`src/rtl/rgr_pkg.sv`:
```
`default_nettype none
package rgr_pkg;

    localparam int MAX_NODES = 256;
    localparam int MAX_EDGES = 1024;
    localparam int NODE_W    = 8;
    localparam int REL_W     = 8;
    localparam int CNT_W     = 9;
    localparam int EDGE_AW   = 10;
    localparam int TOTAL_W   = 11;
    localparam int KEY_W     = REL_W + 2 * NODE_W;

    localparam logic [1:0] MODE_ADD     = 2'd0;
    localparam logic [1:0] MODE_REBUILD = 2'd1;
    localparam logic [1:0] MODE_QUERY   = 2'd2;

    typedef enum logic [2:0] {
        RES_ZERO   = 3'd0,
        RES_REJECT = 3'd1,
        RES_NEW    = 3'd2,
        RES_DUP    = 3'd3,
        RES_ONE    = 3'd4
    } res_sel_t;

    typedef struct packed {
        logic     load;
        logic     scan_init;
        logic     scan_run;
        logic     scan_push;
        logic     q_init;
        logic     pop;
        logic     node_load;
        logic     add_write;
        logic     set_ready;
        logic     res_en;
        res_sel_t res_sel;
    } cmd_t;

    typedef struct packed {
        logic [1:0] mode;
        logic       add_bad;
        logic       q_ok;
        logic       same;
        logic       add_hit;
        logic       goal_hit;
        logic       scan_end;
        logic       queue_empty;
    } stat_t;

endpackage
`default_nettype wire

```
`src/rtl/rgr_ctrl.sv`:
```
`default_nettype none
module rgr_ctrl (
    input  wire logic          clk,
    input  wire logic          rst_n,
    input  wire logic          start,
    output logic               busy,
    input  wire rgr_pkg::stat_t stat,
    output rgr_pkg::cmd_t      cmd
);

    typedef enum logic [5:0] {
        S_IDLE   = 6'b000001,
        S_DECIDE = 6'b000010,
        S_ASCAN  = 6'b000100,
        S_QPOP   = 6'b001000,
        S_QNODE  = 6'b010000,
        S_QSCAN  = 6'b100000
    } state_t;

    state_t state_reg, state_next;

    always_ff @(posedge clk or negedge rst_n)
    begin
        if (!rst_n)
            state_reg <= S_IDLE;
        else
            state_reg <= state_next;
    end

    assign busy = (state_reg != S_IDLE);

    always_comb
    begin
        state_next = state_reg;
        cmd        = '0;
        cmd.res_sel = rgr_pkg::RES_ZERO;
        unique case (state_reg)
            S_IDLE:
            begin
                if (start)
                begin
                    cmd.load   = 1'b1;
                    state_next = S_DECIDE;
                end
            end
            S_DECIDE:
            begin
                state_next = S_IDLE;
                case (stat.mode)
                    rgr_pkg::MODE_ADD:
                    begin
                        if (stat.add_bad)
                        begin
                            cmd.res_en  = 1'b1;
                            cmd.res_sel = rgr_pkg::RES_REJECT;
                        end
                        else
                        begin
                            cmd.scan_init = 1'b1;
                            state_next    = S_ASCAN;
                        end
                    end
                    rgr_pkg::MODE_REBUILD:
                    begin
                        cmd.set_ready = 1'b1;
                        cmd.res_en    = 1'b1;
                    end
                    rgr_pkg::MODE_QUERY:
                    begin
                        if (!stat.q_ok)
                            cmd.res_en = 1'b1;
                        else if (stat.same)
                        begin
                            cmd.res_en  = 1'b1;
                            cmd.res_sel = rgr_pkg::RES_ONE;
                        end
                        else
                        begin
                            cmd.q_init = 1'b1;
                            state_next = S_QPOP;
                        end
                    end
                    default:
                        cmd.res_en = 1'b1;
                endcase
            end
            S_ASCAN:
            begin
                cmd.scan_run = 1'b1;
                if (stat.add_hit)
                begin
                    cmd.res_en  = 1'b1;
                    cmd.res_sel = rgr_pkg::RES_DUP;
                    state_next  = S_IDLE;
                end
                else if (stat.scan_end)
                begin
                    cmd.add_write = 1'b1;
                    cmd.res_en    = 1'b1;
                    cmd.res_sel   = rgr_pkg::RES_NEW;
                    state_next    = S_IDLE;
                end
            end
            S_QPOP:
            begin
                if (stat.queue_empty)
                begin
                    cmd.res_en = 1'b1;
                    state_next = S_IDLE;
                end
                else
                begin
                    cmd.pop    = 1'b1;
                    state_next = S_QNODE;
                end
            end
            S_QNODE:
            begin
                cmd.node_load = 1'b1;
                cmd.scan_init = 1'b1;
                state_next    = S_QSCAN;
            end
            S_QSCAN:
            begin
                cmd.scan_run  = 1'b1;
                cmd.scan_push = 1'b1;
                if (stat.goal_hit)
                begin
                    cmd.res_en  = 1'b1;
                    cmd.res_sel = rgr_pkg::RES_ONE;
                    state_next  = S_IDLE;
                end
                else if (stat.scan_end)
                    state_next = S_QPOP;
            end
            default:
                state_next = S_IDLE;
        endcase
    end

endmodule
`default_nettype wire

```
`config.mk`:
```
export PLATFORM = sky130hd
export DESIGN_NAME = rgr_ctrl
export DESIGN_NICKNAME = d
export VERILOG_FILES = /design/src/rtl/rgr_pkg.sv /design/src/rtl/rgr_ctrl.sv
export SDC_FILE = /design/constraint.sdc
export NUM_CORES = 1
export LEC_CHECK = 0
export BUFFER_PORTS_ARGS = -buffer_cell sky130_fd_sc_hd__buf_2
export CAP_MARGIN = 20
export CORE_MARGIN = 4
export CORE_UTILIZATION = 38
export CTS_BUF_LIST = sky130_fd_sc_hd__clkbuf_16
export DETAILED_ROUTE_END_ITERATION = 10
export PLACE_DENSITY_LB_ADDON = 0.12
export SYNTH_ARGS = -nofsm -noshare
export SYNTH_HDL_FRONTEND = slang
export SYNTH_SLANG_ARGS = --single-unit
```
`constraint.sdc`:
```
create_clock -name clk -period 2.12 [get_ports clk]
set_input_delay 0.212 -clock clk [delete_from_list [all_inputs] [get_ports clk]]
set_output_delay 0.212 -clock clk [all_outputs]
set_load 0.01 [all_outputs]
```
==> metrics.md <==
| Metric | Value |
|---|---|
| Die Wd | 44.74 um |
| Longest Clk Path Bufs | 2 |
| Initial antenna violation count | 0 |
| Syn Inst Count | 62 |
| # port buffers | 25 |
| Post-DP HPWL | 1108 um |
| Critical path class | reg -> out |
| Synthesized netlist net count | 74 |
| Final Max Slew Viols | 0 |
| Final Critical Period | between 2 and 2.5 ns |
| Initial DRC Count | 9 |
| Layout Cell Area excl Fill | 824.5 um2 |
| Layout area overhead | 60.73% |
| Vias | 602 |
| VDD IR max | just under 0.8 mV |
| CP dominant cell by count | or4_4 |
| CP Cell Sequence | or4_4 -> or2_4 -> or4_4 -> nand2_2 -> buf_6 |
| Die height | 44.74 um |
| Largest net degree at the start of global routing | 10 |
| Post-synthesis sequential area ratio | between 20% and 30% |
| FF+latch count, synth | 6 |
| Pwr dens | 883.9 mW/mm2 |
| Worst endpoint data arrival time | 2.03 ns |
| Status | finished, violations left |
| Synth unique cells | 30 |
| Routed len/inst | about 14 um |
| Crit path buffers/inverters | 1 |
| Area post-placement | 681.9 um2 |
| Commonest non-fill, non-tap cells in the layout | 24 x buf_2, 8 x buf_4, 7 x inv_1, 7 x nor2_1, 5 x dfrtp_1 |
| Root Buffer | clkbuf_16 |
| Setup crit start kind | register |
| Worst Hold Endpoint | state_reg[4] |
| Max reg flops | 6 |
| Clock Pin Slew Worst Setup and Hold Paths | 0.03 ns |
| Crit path largest cell delay | 0.54 ns |
| Hold path cells | 2 |
| MaxCap Viol Count | 0 |
| Worst path top cell family by delay | simple AND/OR/NAND/NOR gates |
| WP data required | 1.91 ns |
| R2R Setup Slk | between 0.2 and 0.3 ns |
| Die area | 0.002002 mm2 |
| TritonCTS clock tree | done |
| Pleak | about 0.00045 uW |
| Final #Nets | 112 |
| Worst hold start | stat[0] |
| Tcrit/Tclk final | 105.8% |
| Core footprint | roughly 0.0012 mm2 |
| RSZ-0062 raised after global routing | yes |
| Hold Crit Class | in -> reg |
| Reg2Reg Depth | 6 |
| Final Hold Viols | 0 |
| Fmax | 0.4459 GHz |
| Crit path capture type | primary output |
| Slowest CP cell | or4_4 |
| Worst Hold Slack | 0.1762 ns |
| Synth Area per Inst | ~8.3 um2 |
| DRC Markers | 0 |
| Initial Util | about 43% |
| Diode count | 0 |
| Site row count | 12 |
| CTS Sinks | 6 |
| GPL Wtd Cong | between 0.7 and 0.8 |
| Maximum fanout along the worst path | 2 |
| Synth warn | 0 |
| Reg-to-reg endpoint | state_reg[0] |
| Vias in the first global route | 610 |
| Ratio of cells with drive above 1 in the final layout | a little under half |
| Via-to-Cell Ratio | 5.327 |
| Reg2reg start | state_reg[5] |
| Failing checks | negative setup slack |
| First-pass GRT wire length | 2587 um |
| Antenna Nets Post-Route | 0 |
| Io pins | 26 |
| Cell Area, Synth | ~510 um2 |
| PnR worst setup slack | -0.1226 ns |
| Routed WL | about 1600 um |
| Slew HR | 75.84% |
| Final Util | a little over two thirds |
| Setup Skew | approximately 0.00086 ns |
| Final setup fails | 4 |
| Worst Max-Slew Pin Slew | 0.3594 ns |
| H-tree level count | 1 |
| Drt pass-1 iters | 4 |
| Commonest non-fill, non-tap cell in the layout | buf_2 |
| Tot GR Track Use | between 10% and 20% |
| Worst-Skew Late Latency | 0.23 ns |
| Grt ovf | 0 |
| TritonCTS Buffers | 3 |
-- stage by stage --
step | cells | setup WS [ns] | TNS, ns | power (uW)
2_1_floorplan | 62 | 0.1473 | 0 | 304.2
3_3_place_gp | 105 | 0.09429 | 0 | 384.1
3_5_place_dp | 105 | 0.07637 | 0 | 387.5
4_1_cts | 113 | -0.1197 | -0.1892 | 722.9
5_1_grt | 113 | -0.1655 | -0.5047 | 774.1
6_report | 113 | -0.1226 | -0.2235 | 728.9
-- synthesized netlist by cell type, drive strengths merged --
cell type  n  area, um2
nand2b     1      6.260
nor4       3      18.77
nand4bb    1      11.26
or4        2      22.52
dfrtp      5      125.1
nor2b      3      18.77
mux2i      1      10.01
nor3       2      10.01
o211a      1      10.01
nand3      1      5.000
inv        6      22.52
a22o       1      8.760
nor3b      2      15.01
a31oi      1      6.260
buf        1      11.26
xor2       1      8.760
nor4bb     2      20.02
nand2      2      10.01
and2       1      6.260
nand3b     4      30.03
a21oi      3      15.01
o21ai      4      23.77
dfstp      1      26.28
nand4b     1      8.760
or2        3      21.27
o31ai      2      15.01
nor2       7      26.28
-- area by class of cell --
| type | instances | area, um2 |
|---|---|---|
| Timing Repair Buffer | 34 | 201.4 |
| Clock buffer | 3 | 75.07 |
| Inverter | 6 | 22.52 |
| Tap cell | 14 | 17.52 |
| Fill cell | 101 | 361.6 |
| Clock inverter | 1 | 3.754 |
| Sequential cell | 6 | 151.4 |
| Multi-Input combinational cell | 49 | 352.8 |
-- worst reg2reg max path, delay by kind of cell (launching register included) --
family | cells | cell delay (ns)
AOI/OAI and AO/OA | 2 | 0.33
buffers and inverters | 2 | 0.29
DFF | 1 | 0.38
and+or+nand+nor | 2 | 0.79
-- per-layer routing --
layer	part of all wire, %	global-route usage (%)	vias up
li1	-	-	298
met1	43	19.42	277
met2	48	30.95	21
met3	5.6	6.375	6
met4	2.8	10.24	0
met5	0	0	-
-- cell families after synthesis --
logic type / after synthesis / share of synthesized area (%)
xor gates and xnor gates: 1 / 1.708
muxes: 1 / 1.951
DFF: 6 / 29.51
AOI/OAI and AO/OA: 12 / 15.36
buffers and inverters: 7 / 6.585
and+or+nand+nor: 35 / 44.88
-- how the worst max path moves through the flow --
stage	start	endpoint	slack (ns)	cells after the start
2_1_floorplan	state_reg[3]	cmd[11]	0.15	5
3_3_place_gp	state_reg[5]	cmd[11]	0.09	5
3_5_place_dp	state_reg[5]	cmd[11]	0.08	5
4_1_cts	state_reg[5]	cmd[11]	-0.12	5
5_1_grt	state_reg[5]	cmd[11]	-0.17	5
6_report	state_reg[5]	cmd[11]	-0.12	5
-- report_power, final --
part | switching, uW | internal, uW
sequential | 34.2 | 140
clock | 65.6 | 245
combinational | 117 | 128
total | 217 | 512
-- timing repair --
item | CTS | global route
resized for setup | 4 | 2
pin swaps | 2 | 0
setup endpoints to repair | 2 | 5
buffers inserted | 3 | 0
hold buffers | 1 | 0
hold endpoints to repair | 6 | 0
(Power assumes the default switching activity.)
